File: src/rtl/pcw_pkg.sv
// Shared types and constants for the PNG chunk walker.
// Depends on nothing; pcw_walker, pcw_rsp_stage and png_chunk_walker_core import it.
package pcw_pkg;

   typedef enum logic [2:0] {
      REGION_SIG   = 3'd0,
      REGION_LEN   = 3'd1,
      REGION_TYPE  = 3'd2,
      REGION_DATA  = 3'd3,
      REGION_CRC   = 3'd4,
      REGION_AFTER = 3'd5
   } region_type;

   typedef enum logic [1:0] {
      OUTCOME_CONT      = 2'd0,
      OUTCOME_TRUNC     = 2'd1,
      OUTCOME_PLAIN     = 2'd2,
      OUTCOME_TRAILING  = 2'd3
   } outcome_type;

   localparam logic [31:0] IEND_TYPE = 32'h49454E44;
   localparam logic [31:0] SAT32     = 32'hFFFFFFFF;

   typedef struct packed {
      logic [2:0]  region;
      logic        signature_bad;
      logic        image_end_here;
      logic [1:0]  outcome;
      logic [31:0] image_size;
   } result_type;

   function automatic logic [7:0] png_magic(input logic [2:0] idx);
      logic [7:0] value;
      unique case (idx)
         3'd0: value = 8'h89;
         3'd1: value = 8'h50;
         3'd2: value = 8'h4E;
         3'd3: value = 8'h47;
         3'd4: value = 8'h0D;
         3'd5: value = 8'h0A;
         3'd6: value = 8'h1A;
         default: value = 8'h0A;
      endcase
      return value;
   endfunction

endpackage

File: src/rtl/pcw_req_if.sv
// Byte input channel of the PNG chunk walker: valid, ready and one file byte.
// Depends on nothing.
interface pcw_req_if;
   logic       valid;
   logic       ready;
   logic [7:0] data_byte;
   logic       last_byte;

   modport source (output valid, output data_byte, output last_byte, input ready);
   modport sink (input valid, input data_byte, input last_byte, output ready);
endinterface

File: src/rtl/pcw_rsp_if.sv
// Result channel of the PNG chunk walker: valid, ready and one result per byte.
// Depends on nothing.
interface pcw_rsp_if;
   logic        valid;
   logic        ready;
   logic [2:0]  region;
   logic        signature_bad;
   logic        image_end_here;
   logic [1:0]  outcome;
   logic [31:0] image_size;

   modport source (output valid, output region, output signature_bad,
                   output image_end_here, output outcome, output image_size,
                   input ready);
   modport sink (input valid, input region, input signature_bad,
                 input image_end_here, input outcome, input image_size,
                 output ready);
endinterface

File: src/rtl/pcw_walker.sv
// Parser state of the PNG chunk walker and the per-byte result logic.
// Depends on pcw_pkg.
module pcw_walker
   import pcw_pkg::*;
(
   input  logic       clock,
   input  logic       reset,
   input  logic       accept,
   input  logic [7:0] data_byte,
   input  logic       last_byte,
   output result_type result
);

   region_type  phase_ff, phase_in;
   logic [2:0]  bif_ff, bif_in;
   logic [31:0] len_acc_ff, len_acc_in;
   logic [31:0] remain_ff, remain_in;
   logic [31:0] type_acc_ff, type_acc_in;
   logic        sig_bad_ff, sig_bad_in;
   logic [31:0] offset_ff, offset_in;
   logic        done_ff, done_in;
   logic        end_here;
   logic [31:0] remain_dec;

   assign remain_dec = remain_ff - 32'd1;

   always_comb begin
      phase_in    = phase_ff;
      bif_in      = bif_ff;
      len_acc_in  = len_acc_ff;
      remain_in   = remain_ff;
      type_acc_in = type_acc_ff;
      sig_bad_in  = sig_bad_ff;
      done_in     = done_ff;
      end_here    = 1'b0;
      offset_in   = offset_ff;
      if (!done_ff && offset_ff != SAT32) begin
         offset_in = offset_ff + 32'd1;
      end
      unique case (phase_ff)
         REGION_SIG: begin
            if (data_byte != png_magic(bif_ff)) begin
               sig_bad_in = 1'b1;
            end
            if (bif_ff == 3'd7) begin
               bif_in   = 3'd0;
               phase_in = REGION_LEN;
            end else begin
               bif_in = bif_ff + 3'd1;
            end
         end
         REGION_LEN: begin
            len_acc_in = {len_acc_ff[23:0], data_byte};
            if (bif_ff[1:0] == 2'd3) begin
               remain_in  = {len_acc_ff[23:0], data_byte};
               len_acc_in = '0;
               bif_in     = 3'd0;
               phase_in   = REGION_TYPE;
            end else begin
               bif_in = bif_ff + 3'd1;
            end
         end
         REGION_TYPE: begin
            type_acc_in = {type_acc_ff[23:0], data_byte};
            if (bif_ff[1:0] == 2'd3) begin
               bif_in   = 3'd0;
               phase_in = (remain_ff == '0) ? REGION_CRC : REGION_DATA;
            end else begin
               bif_in = bif_ff + 3'd1;
            end
         end
         REGION_DATA: begin
            remain_in = remain_dec;
            if (remain_dec == '0) begin
               bif_in   = 3'd0;
               phase_in = REGION_CRC;
            end
         end
         REGION_CRC: begin
            if (bif_ff[1:0] == 2'd3) begin
               bif_in = 3'd0;
               if (type_acc_ff == IEND_TYPE) begin
                  end_here = 1'b1;
                  done_in  = 1'b1;
                  phase_in = REGION_AFTER;
               end else begin
                  phase_in = REGION_LEN;
               end
               type_acc_in = '0;
            end else begin
               bif_in = bif_ff + 3'd1;
            end
         end
         default: begin
         end
      endcase
   end

   always_comb begin
      result.region         = phase_ff;
      result.signature_bad  = sig_bad_in;
      result.image_end_here = end_here;
      result.image_size     = done_in ? offset_in : '0;
      if (!last_byte) begin
         result.outcome = OUTCOME_CONT;
      end else if (!done_in) begin
         result.outcome = OUTCOME_TRUNC;
      end else if (end_here) begin
         result.outcome = OUTCOME_PLAIN;
      end else begin
         result.outcome = OUTCOME_TRAILING;
      end
   end

   always_ff @(posedge clock) begin
      if (reset || (accept && last_byte)) begin
         phase_ff    <= REGION_SIG;
         bif_ff      <= '0;
         len_acc_ff  <= '0;
         remain_ff   <= '0;
         type_acc_ff <= '0;
         sig_bad_ff  <= 1'b0;
         offset_ff   <= '0;
         done_ff     <= 1'b0;
      end else if (accept) begin
         phase_ff    <= phase_in;
         bif_ff      <= bif_in;
         len_acc_ff  <= len_acc_in;
         remain_ff   <= remain_in;
         type_acc_ff <= type_acc_in;
         sig_bad_ff  <= sig_bad_in;
         offset_ff   <= offset_in;
         done_ff     <= done_in;
      end
   end

endmodule

File: src/rtl/pcw_rsp_stage.sv
// Result register of the PNG chunk walker; holds one result until transferred.
// Depends on pcw_pkg and pcw_rsp_if.
module pcw_rsp_stage
   import pcw_pkg::*;
(
   input  logic       clock,
   input  logic       reset,
   input  logic       in_valid,
   output logic       in_ready,
   input  result_type in_result,
   pcw_rsp_if.source  rsp_ch
);

   logic       valid_ff;
   result_type result_ff;

   assign in_ready = !valid_ff || rsp_ch.ready;

   always_ff @(posedge clock) begin
      if (reset) begin
         valid_ff <= 1'b0;
      end else if (in_ready) begin
         valid_ff <= in_valid;
      end
      if (in_ready && in_valid) begin
         result_ff <= in_result;
      end
   end

   assign rsp_ch.valid          = valid_ff;
   assign rsp_ch.region         = result_ff.region;
   assign rsp_ch.signature_bad  = result_ff.signature_bad;
   assign rsp_ch.image_end_here = result_ff.image_end_here;
   assign rsp_ch.outcome        = result_ff.outcome;
   assign rsp_ch.image_size     = result_ff.image_size;

endmodule

File: src/rtl/png_chunk_walker_core.sv
// Top level of the PNG chunk walker: parser state plus a result register.
// Depends on pcw_pkg, pcw_req_if, pcw_rsp_if, pcw_walker and pcw_rsp_stage.
//
// The block takes a file one byte per transfer on req_ch and returns exactly
// one result per byte on rsp_ch. A result gives the byte's region, the sticky
// signature mismatch flag, whether the byte closes the IEND chunk, how the
// file ended when the byte carries last_byte, and the image size once IEND
// has ended. After a last byte the parser starts over on a fresh file.
// The result of a byte is registered and valid in the cycle after its
// transfer. Throughput is one byte per cycle while the receiver takes
// results, set by the single result register, which takes a new result in
// the same cycle the old one leaves. When the receiver stalls, req_ch.ready
// drops while the result register is full and rsp_ch.ready is low, and the
// held result stays stable. Synchronous reset returns the parser to the
// start of the signature and empties the result register.
module png_chunk_walker_core
   import pcw_pkg::*;
(
   input  logic      clock,
   input  logic      reset,
   pcw_req_if.sink   req_ch,
   pcw_rsp_if.source rsp_ch
);

   logic       accept;
   logic       stage_ready;
   result_type result;

   assign req_ch.ready = stage_ready;
   assign accept       = req_ch.valid && stage_ready;

   pcw_walker u_walker (
      .clock     (clock),
      .reset     (reset),
      .accept    (accept),
      .data_byte (req_ch.data_byte),
      .last_byte (req_ch.last_byte),
      .result    (result)
   );

   pcw_rsp_stage u_rsp_stage (
      .clock     (clock),
      .reset     (reset),
      .in_valid  (req_ch.valid),
      .in_ready  (stage_ready),
      .in_result (result),
      .rsp_ch    (rsp_ch)
   );

endmodule
File: src/flat_wrapper.sv
// flat-port wrapper written by rule: the top's interface ports become plain ports
module png_chunk_walker_core_flat import pcw_pkg::*;
  (clock, reset, req_ch_valid, req_ch_data_byte, req_ch_last_byte, req_ch_ready, rsp_ch_valid, rsp_ch_region, rsp_ch_signature_bad, rsp_ch_image_end_here, rsp_ch_outcome, rsp_ch_image_size, rsp_ch_ready);
  pcw_req_if req_ch_i ();
  pcw_rsp_if rsp_ch_i ();
  input  logic clock;
  input  logic reset;
  input wire logic [$bits(req_ch_i.valid)-1:0] req_ch_valid;
  input wire logic [$bits(req_ch_i.data_byte)-1:0] req_ch_data_byte;
  input wire logic [$bits(req_ch_i.last_byte)-1:0] req_ch_last_byte;
  output wire logic [$bits(req_ch_i.ready)-1:0] req_ch_ready;
  output wire logic [$bits(rsp_ch_i.valid)-1:0] rsp_ch_valid;
  output wire logic [$bits(rsp_ch_i.region)-1:0] rsp_ch_region;
  output wire logic [$bits(rsp_ch_i.signature_bad)-1:0] rsp_ch_signature_bad;
  output wire logic [$bits(rsp_ch_i.image_end_here)-1:0] rsp_ch_image_end_here;
  output wire logic [$bits(rsp_ch_i.outcome)-1:0] rsp_ch_outcome;
  output wire logic [$bits(rsp_ch_i.image_size)-1:0] rsp_ch_image_size;
  input wire logic [$bits(rsp_ch_i.ready)-1:0] rsp_ch_ready;
  assign req_ch_i.valid = req_ch_valid;
  assign req_ch_i.data_byte = req_ch_data_byte;
  assign req_ch_i.last_byte = req_ch_last_byte;
  assign req_ch_ready = req_ch_i.ready;
  assign rsp_ch_valid = rsp_ch_i.valid;
  assign rsp_ch_region = rsp_ch_i.region;
  assign rsp_ch_signature_bad = rsp_ch_i.signature_bad;
  assign rsp_ch_image_end_here = rsp_ch_i.image_end_here;
  assign rsp_ch_outcome = rsp_ch_i.outcome;
  assign rsp_ch_image_size = rsp_ch_i.image_size;
  assign rsp_ch_i.ready = rsp_ch_ready;
  png_chunk_walker_core u_core (.clock(clock), .reset(reset), .req_ch(req_ch_i), .rsp_ch(rsp_ch_i));
endmodule
File: config.mk
export PLATFORM = sky130hd
export DESIGN_NAME = png_chunk_walker_core_flat
export DESIGN_NICKNAME = d
export VERILOG_FILES = /design/src/rtl/pcw_pkg.sv /design/src/rtl/pcw_req_if.sv /design/src/rtl/pcw_rsp_if.sv /design/src/rtl/pcw_walker.sv /design/src/rtl/pcw_rsp_stage.sv /design/src/rtl/png_chunk_walker_core.sv /design/src/flat_wrapper.sv
export SDC_FILE = /design/constraint.sdc
export NUM_CORES = 1
export LEC_CHECK = 0
export BUFFER_PORTS_ARGS = -buffer_cell sky130_fd_sc_hd__buf_2
export CAP_MARGIN = 20
export CORE_MARGIN = 2
export CORE_UTILIZATION = 60
export CTS_CLUSTER_DIAMETER = 40
export DETAILED_ROUTE_END_ITERATION = 8
export PLACE_DENSITY = 0.79
export SYNTH_ARGS = -nofsm -noshare
export SYNTH_HDL_FRONTEND = slang
export SYNTH_SLANG_ARGS = --single-unit
export TNS_END_PERCENT = 10
File: constraint.sdc
create_clock -name clock -period 7.8 [get_ports clock]
set_input_delay 1.56 -clock clock [delete_from_list [all_inputs] [get_ports clock]]
set_output_delay 1.56 -clock clock [all_outputs]
set_load 0.005 [all_outputs]
* Yosys cells after proc, flatten, opt, wreduce, memory -nomap -nowiden
Index checks and enable logic that the tools add are counted.
Word-level totals: register bits after elaboration 168, input bits 13, output and inout bits 41, word-level logic and storage cells 89
Cells by class: add/subtract/negate cells 3, equal/unequal tests 19, multiplexer cells 30, reductions and logical operators 22
Operator list (number):
- 32-bit case mux with 2 select lines | 2
- 32-bit 2-to-1 mux | 3
- 32-bit logical NOT | 2
- 8-bit case mux with 6 select lines | 1
- 32-bit by 1-bit adder with 32-bit output, second input constant | 1
- 32-bit by 31-bit equality test with 1-bit output, second input constant | 1
- 32-bit != test, second input constant | 1
- 32-bit by 1-bit subtractor with 32-bit output, second input constant | 1
- 3-bit 2-to-1 mux | 10
- 24-bit 2-to-1 mux | 1
- 3-bit case mux with 5 select lines | 1
- 3-bit by 2-bit equality test with 1-bit output, second input constant | 4
- 3-bit equality test, second input constant | 4
- 1-bit 2-to-1 mux | 10
- 2-bit != test, second input constant | 5
- 3-bit case mux with 3 select lines | 1
- 3-bit AND reduction | 3
- 8-bit 2-to-1 mux | 1
- 8-bit != test | 1
- 7-bit AND reduction | 1
- 3-bit by 1-bit equality test with 1-bit output, second input constant | 2
- 3-bit logical NOT | 2
- 5-bit nonzero test | 1
- 2-bit AND reduction | 2
- 8 further kinds | 13

* Depth between registers and ports, before layout
Gate-level depths: netlist (run 1).
word-level depth 6, gate-level depth with buffers 11, gate-level depth less buffers 10

* Cells and area by module
A second synthesis (run 1) with hierarchy kept.
Unflattened totals: cells, all modules 1109, area, all modules 8977.4 µm²
Modules (own cells, without submodules):
- pcw_walker | instances 1, cells an instance 1064, area each 7744.9 µm², sequential area each 2562.5 µm²
- pcw_rsp_stage | instances 1, cells an instance 44, area each 1226.2 µm², sequential area each 1191.1 µm²
- png_chunk_walker_core | instances 1, cells an instance 1, area each 6.3 µm², sequential area each 0.0 µm²

* Worst setup path before layout (run 1)
OpenSTA, ideal clock, no wires.
path kind in2reg, start point input port rsp_ch_ready, end point register u_core.u_walker.offset_ff[7], setup time 0.128 ns, data arrival time 3.737 ns, required time 7.672 ns, slack 3.936 ns, stages 7, path buffers 1, cell sequence nand2b_1 -> nand2_1 -> inv_1 -> clkbuf_1 -> nand3_1 -> xor2_1 -> nor2_1
Between the ends: word-level cells in the longest chain between the ends 4
RTL lines:
- start: declaration | line flat_wrapper.sv:18 | input wire logic [$bits(rsp_ch_i.ready)-1:0] rsp_ch_ready;
- 1-bit logical OR (*) | line pcw_rsp_stage.sv:17 | assign in_ready = !valid_ff || rsp_ch.ready;
- 1-bit logical AND (*) | line png_chunk_walker_core.sv:30 | assign accept = req_ch.valid && stage_ready;
- net u_core.accept | line png_chunk_walker_core.sv:25 | logic accept;
- 1-bit logical AND | line pcw_walker.sv:116 | if (reset || (accept && last_byte)) begin
- 1-bit logical OR | line pcw_walker.sv:116
- end signal: assignment | line pcw_walker.sv:132 | offset_ff <= offset_in;
- end: declaration | line pcw_walker.sv:20 | logic [31:0] offset_ff, offset_in;
The timed path passes the listed nets; every way through them passes the cells marked *. A chain may end at the register's enable or synchronous reset.

* Worst setup path after layout (run 1)
start point register u_core.u_walker.remain_ff[0], end point register u_core.u_walker.bif_ff[0]
Between the ends: word-level cells in the longest chain between the ends 4
RTL lines:
- start: declaration | line pcw_walker.sv:17 | logic [31:0] remain_ff, remain_in;
- start signal: assignment | line pcw_walker.sv:129 | remain_ff <= remain_in;
- 32-bit by 1-bit subtractor with 32-bit output | line pcw_walker.sv:25 | assign remain_dec = remain_ff - 32'd1;
- 32-bit logical NOT | line pcw_walker.sv:74 | if (remain_dec == '0) begin
- 2-bit != test (no source line)
- 3-bit AND reduction (no source line)
- end signal: assignment | line pcw_walker.sv:127 | bif_ff <= bif_in;
- end: declaration | line pcw_walker.sv:15 | logic [2:0] bif_ff, bif_in;
Every way passes these cells.

==> run_results.csv, run 1 <==
group,metric,value,unit
critical_path,required,8070,ps
placed_design,hpwl,13.8,mm
global_routing,globalRouteTotalUtil,0.268,
placed_design,gp_congestion,0.936,
drt,drc,0,
synthesis,ys_warn_count,0,
global_routing,grt_pass1_vias,6973,
synthesis,async_flop_share,0,
global_routing,antenna_found_initial,0,
clock_network,post_cts_resized,0,
pwr,leakagePower,3.29,nW
drt,wl_per_cell,16.4,um
die,dieHeight,125,um
pwr,powerDensity,186,nW/um2
die,start_util,0.611,
global_routing,grt_start_max_net_pins,84,
hold_path,hold_path_class,"flop to flop",
pwr,ir_drop,155,uV
synthesis,synth-main-ff-cell,"dfxtp_1",
sta,hold-worst-slack,453,ps
critical_path,path_cells,"inv_1, ha_1, nor4b_2, nand3_1, o31a_1, or4_1, a2111oi_0, nand4_1, nand3_1, a21oi_1",
die,rows,44,
critical_path,cp_data_arrival_time,3890,ps
sta,setup_viol,0,
critical_path,r2r_slack,4180,ps
clock_network,clk_pin_slew,60,ps
synthesis,synth_cell_type_count,67,
die,die_x,125,um
global_routing,grt-ovfl-total,0,
clock_network,cts_buffers,17,
sta,relSlewSlack,0.285,
pwr,seqPwrFrac,0.501,
finish,diodes,0,
pwr,netSwitchingPower,0.406,mW
clock_network,h-tree-depth,4,
finish,drive_gt1_frac,0.105,
global_routing,grt_pass1_wl,34.8,mm
clock_network,clock-sinks,168,
outcome,run_status,"completed",
die,coreArea,14400,um2
critical_path,critical-path-top-delay-family,"simple AND/OR/NAND/NOR gates",
sta,tns,0,ps
pwr,intPower,1.40,mW
clock_network,insertion_delay,430,ps
critical_path,cp_slowest_cell,"nor4b_2",
sta,fin_crit_sh,0.464,
job,maxCapViolations,0,
finish,area_growth,9.95,%
sta,tightestPinTransition,1070,ps
drt,drtIter0Drc,726,
pwr,power_frac_comb,0.039,
synthesis,synth_edf_count,39,
pwr,switching_share,0.225,
critical_path,crit_buf_inv,1,
drt,ant_nets,0,
clock_network,post-cts-setup-buffers,0,
synthesis,postSynthCellCount,1089,
clock_network,cts_hold_buf,0,
placed_design,port_buffers,53,
synthesis,netlist_area,8810,um2
drt,routed_wl,21.2,mm
pwr,p_clk_frac,0.460,
sta,max_freq,276,MHz
critical_path,critPathMaxStageDelay,700,ps
critical_path,worst_setup_path_end_kind,"flop",
critical_path,path_max_fanout,11,
synthesis,avgSynthCellArea,8.09,um2
synthesis,yosysSeqAreaShare,0.426,
die,io_pins,54,
critical_path,cpMostUsedCell,"nand3_1",
sta,rsz0062_at_grt,"no",
critical_path,cp-start-kind,"flop",
die,dieArea,15700,um2
clock_network,clock-root-buffer,"clkbuf_16",
sta,layout_min_cycle_time,3620,ps
sta,finalClockSkew,11.4,ps
synthesis,syn_nets,1113,
sta,slew_viol_final,0,
clock_network,cts_tree,"yes",
finish,fin_nets,1116,
drt,vias,7931,
sta,final_hold_viol_count,0,
critical_path,critPathKind,"flop to flop",
synthesis,ys_seq_elements,168,
drt,drt-vias-per-instance,6.15,
clock_network,clock_path_buffers,2,
drt,dr.pass1.iters,5,
-- tightest hold or removal path: stages, from the launching register on --
cell and delay [ps]:
dfxtp_1 310, nand2_1 50, a21oi_1 50
-- power by group through the flow --
stage	clock network, mW	logic, mW	registers, mW
global placement	0	0.0689	0.924
floorplan	0	0.0395	0.926
finish	0.830	0.0705	0.905
CTS	0.840	0.0705	0.905
global route	0.881	0.0776	0.906
detailed placement	0	0.0703	0.925
-- cells by family (layout without fill, tap and decap cells) --
kind of cell,count (synthesis),count (layout),share of synthesized area
and+or+nand+nor,499,499,0.287
AOI/OAI and AO/OA,255,255,0.168
muxes,3,3,0.00355
DFF,168,168,0.426
buffers and inverters,95,111,0.0425
adders and majority gates,11,11,0.0156
xor gates and xnor gates,58,58,0.0577
-- stage by stage --
stage                     power, mW  worst slack, ps   util  cell area, um2  cells
final                          1.81             4180  0.672            9690   1289
after global routing           1.86             3950  0.672            9690   1289
after CTS                      1.82             4280  0.672            9690   1289
after detailed placement      0.995             4130  0.632            9110   1257
after global placement        0.993             4180  0.632            9110   1257
after floorplan               0.966             3940      -            8810   1089
-- sequential cells by signal, summed over array words and instances, names as in the netlist --
register / cells
u_core.u_rsp_stage.rsp_ch.image_size: 32
u_core.u_walker.offset_ff: 32
u_core.u_walker.remain_ff: 32
u_core.u_walker.type_acc_ff: 32
u_core.u_walker.len_acc_ff: 24
u_core.u_rsp_stage.rsp_ch.region: 3
u_core.u_walker.bif_ff: 3
u_core.u_walker.phase_ff: 3
u_core.u_rsp_stage.rsp_ch.outcome: 2
u_core.u_rsp_stage.rsp_ch.image_end_here: 1
u_core.u_rsp_stage.rsp_ch.signature_bad: 1
u_core.u_rsp_stage.rsp_ch.valid: 1
u_core.u_walker.done_ff: 1
u_core.u_walker.sig_bad_ff: 1
-- cells in the final DEF, fill, tap and decap left out, types with 11 or more instances in the layout --
master and instances:
inv_1 13, clkbuf_16 17, a22oi_1 12, ha_1 11, edfxtp_1 39, nor3_1 31, nand2_1 109, nor4_1 16
nand3_1 69, a21oi_1 119, dfxtp_1 129, nand4_1 22, xnor2_1 21, nor2_1 138, o21ai_0 68, nor3b_1 24
or3_1 25, buf_4 11, xor2_1 37, and3_1 12, buf_2 53
-- worst paths after layout --
kind	from	endpoint	depth (start not counted)
setup / recovery	u_core.u_walker.remain_ff[0]$_SDFFE_PP0P_	u_core.u_walker.bif_ff[0]$_SDFFE_PP0P_	10
setup reg to reg	u_core.u_walker.remain_ff[0]$_SDFFE_PP0P_	u_core.u_walker.bif_ff[0]$_SDFFE_PP0P_	10
hold / removal	u_core.u_walker.type_acc_ff[30]$_SDFFE_PP0P_	u_core.u_walker.type_acc_ff[30]$_SDFFE_PP0P_	2
hold reg to reg	u_core.u_walker.type_acc_ff[30]$_SDFFE_PP0P_	u_core.u_walker.type_acc_ff[30]$_SDFFE_PP0P_	2
-- final cells by class --
cell class              count  area [um2]
multi-input cells         826        4720
fillers                  1198        4740
well taps                 184         230
repair buffers             64         348
clock buffers              19         433
flip-flops and latches    168        3750
inverters                  15        56.3
clock inverters            13         144
-- routing by layer --
metal | GRT usage | part of all wire | up-vias
met2 | 0.449 | 0.49 | 263
li1 | - | - | 3910
met4 | 0.0863 | 0.022 | 0
met5 | 0 | 0 | -
met1 | 0.355 | 0.43 | 3721
met3 | 0.0466 | 0.055 | 37
-- Yosys cell counts (3+ instances only) --
| library cell | number | share of area |
|---|---|---|
| xor2_1 | 37 | 0.037 |
| o21ai_0 | 68 | 0.039 |
| nor2_1 | 139 | 0.059 |
| nor4_1 | 16 | 0.011 |
| inv_1 | 14 | 0.0060 |
| nor4b_1 | 4 | 0.0040 |
| nand4b_1 | 3 | 0.0030 |
| ha_1 | 11 | 0.016 |
| or3_1 | 25 | 0.018 |
| edfxtp_1 | 39 | 0.13 |
| nand2b_1 | 4 | 0.0028 |
| buf_1 | 5 | 0.0021 |
| a22o_1 | 3 | 0.0030 |
| a211oi_1 | 10 | 0.0085 |
| a41oi_1 | 3 | 0.0030 |
| clkbuf_1 | 71 | 0.030 |
| dfxtp_1 | 129 | 0.29 |
| o31ai_1 | 7 | 0.0060 |
| xnor2_1 | 21 | 0.021 |
| nand4_1 | 22 | 0.016 |
| nand3_1 | 70 | 0.040 |
| or4_1 | 9 | 0.0077 |
| o211ai_1 | 3 | 0.0026 |
| nand2_1 | 109 | 0.046 |
| o31a_1 | 3 | 0.0030 |
| and2_1 | 3 | 0.0021 |
| nand3b_1 | 3 | 0.0026 |
| nor3_2 | 3 | 0.0034 |
| and4_1 | 4 | 0.0040 |
| a31oi_1 | 6 | 0.0043 |
| a22oi_1 | 12 | 0.010 |
| nor2b_1 | 5 | 0.0036 |
| nor3b_1 | 24 | 0.020 |
| a21oi_1 | 119 | 0.068 |
| nor3_1 | 31 | 0.018 |
| and3_1 | 12 | 0.0085 |
(Power assumes the default switching activity.)
==> inputs of run 2 (changes only) <==
clock period = 3.5 ns   (was 7.8 ns; I/O delays follow)
==> run_results.csv, run 2 (same netlist as run 1, synthesis figures left out) <==
group,metric,value,unit
outcome,run_status,"completed",
clock_network,post-cts-setup-buffers,0,
finish,fin_nets,1126,
sta,tns,0,ps
placed_design,hpwl,15.1,mm
critical_path,rr_startpoint,"u_core.u_walker.offset_ff[3]$_SDFFE_PP0P_",
sta,fin_crit_sh,0.892,
drt,drc,0,
clock_network,clock-root-buffer,"clkbuf_16",
pwr,power_frac_comb,0.038,
sta,layout_min_cycle_time,3120,ps
finish,fill_cells,1219,
hold_path,min-delay-start,"u_core.u_walker.type_acc_ff[30]$_SDFFE_PP0P_",
drt,wl_per_cell,17.1,um
die,coreArea,14400,um2
finish,area_growth,11.6,%
placed_design,gp_congestion,0.981,
sta,finalClockSkew,9.76,ps
drt,ant_nets,0,
clock_network,cts_buffers,17,
sta,max_freq,320,MHz
critical_path,cp-start-kind,"flop",
clock_network,clock-sinks,168,
pwr,leakagePower,3.36,nW
die,rows,44,
drt,drt-vias-per-instance,6.23,
die,io_pins,54,
global_routing,antenna_found_initial,0,
pwr,intPower,3.26,mW
finish,diodes,0,
die,die_x,125,um
sta,relSlewSlack,0.396,
finish,fin_area,9840,um2
critical_path,cp_data_arrival_time,3390,ps
sta,hold-worst-slack,455,ps
pwr,seqPwrFrac,0.485,
sta,slew_viol_final,0,
clock_network,clk_pin_slew,60,ps
global_routing,grt_start_max_net_pins,86,
sta,rsz0062_at_grt,"no",
finish,layout_commonest_cell,"nor2_1",
placed_design,port_buffers,53,
global_routing,grt-ovfl-total,0,
finish,drive_gt1_frac,0.114,
die,dieHeight,125,um
sta,tightestPinTransition,907,ps
clock_network,insertion_delay,420,ps
critical_path,startpoint,"u_core.u_walker.offset_ff[3]$_SDFFE_PP0P_",
finish,utilization,0.682,
die,start_util,0.611,
sta,final_hold_viol_count,0,
job,maxCapViolations,0,
drt,dr.pass1.iters,7,
pwr,p_clk_frac,0.476,
clock_network,cts_hold_buf,0,
pwr,switching_share,0.217,
clock_network,h-tree-depth,4,
drt,drtIter0Drc,749,
sta,setup_viol,0,
die,dieArea,15700,um2
clock_network,post_cts_resized,0,
critical_path,path_max_fanout,11,
hold_path,hold_path_class,"flop to flop",
clock_network,clock_path_buffers,2,
placed_design,preCtsSetupSlack,460,ps
placed_design,placed_area,9210,um2
critical_path,critPathKind,"flop to flop",
pwr,netSwitchingPower,0.902,mW
pwr,ir_drop,289,uV
clock_network,cts_tree,"yes",
global_routing,grt_pass1_wl,35.8,mm
drt,routed_wl,22.2,mm
critical_path,worst_setup_path_end_kind,"flop",
drt,vias,8088,
finish,most-common-layout-cells,"nor2_1, dfxtp_1, a21oi_1",
global_routing,grt_pass1_vias,7309,
critical_path,required,3770,ps
sta,worst_slack,377,ps
pwr,powerDensity,423,nW/um2
global_routing,globalRouteTotalUtil,0.279,
-- run 2: worst max-delay path, stage by stage (launching register included) --
cell	delay, ps
dfxtp_1	400
and4_1	250
and3_1	270
a41oi_1	700
nor2b_1	490
nand4_1	300
or3_1	390
a21oi_1	170
-- run 2: path summary, 6_finish.rpt --
check / endpoint / slack, ps / cells past startpoint
max: u_core.u_rsp_stage.rsp_ch.image_size[16]$_SDFFCE_PP0P_ / 380 / 7
min: u_core.u_walker.type_acc_ff[30]$_SDFFE_PP0P_ / 450 / 2
max reg2reg: u_core.u_rsp_stage.rsp_ch.image_size[16]$_SDFFCE_PP0P_ / 380 / 7
min reg2reg: u_core.u_walker.type_acc_ff[30]$_SDFFE_PP0P_ / 450 / 2
-- run 2: layout make-up --
type | instances | area, um2 | share of cell area
Clock buffer | 17 | 425 | 0.0433
Clock inverter | 15 | 199 | 0.0202
Inverter | 15 | 56.3 | 0.00572
Multi-Input combinational cell | 826 | 4720 | 0.480
Sequential cell | 168 | 3750 | 0.382
Tap cell | 184 | 230 | 0.0234
Timing Repair Buffer | 74 | 448 | 0.0455
-- run 2: metrics by stage --
step	power [mW]	instances
2_1_floorplan	2.15	1089
3_3_place_gp	2.22	1267
3_5_place_dp	2.22	1267
4_1_cts	4.18	1299
5_1_grt	4.28	1299
6_report	4.16	1299
-- run 2: power by group through the flow --
| stage | combinational [mW] | clock (mW) | sequential, mW |
|---|---|---|---|
| 3_5_place_dp | 0.160 | 0 | 2.06 |
| 2_1_floorplan | 0.0879 | 0 | 2.06 |
| 5_1_grt | 0.175 | 2.08 | 2.02 |
| 3_3_place_gp | 0.157 | 0 | 2.06 |
| 6_report | 0.160 | 1.98 | 2.02 |
| 4_1_cts | 0.160 | 2.00 | 2.02 |
-- run 2: metal layers --
metal | routed length, um | global-route usage | vias up
met3 | 1130 | 0.0445 | 64
met1 | 9390 | 0.349 | 3818
met4 | 905 | 0.137 | 0
li1 | - | - | 3942
met5 | 0 | 0 | -
met2 | 10700 | 0.472 | 264
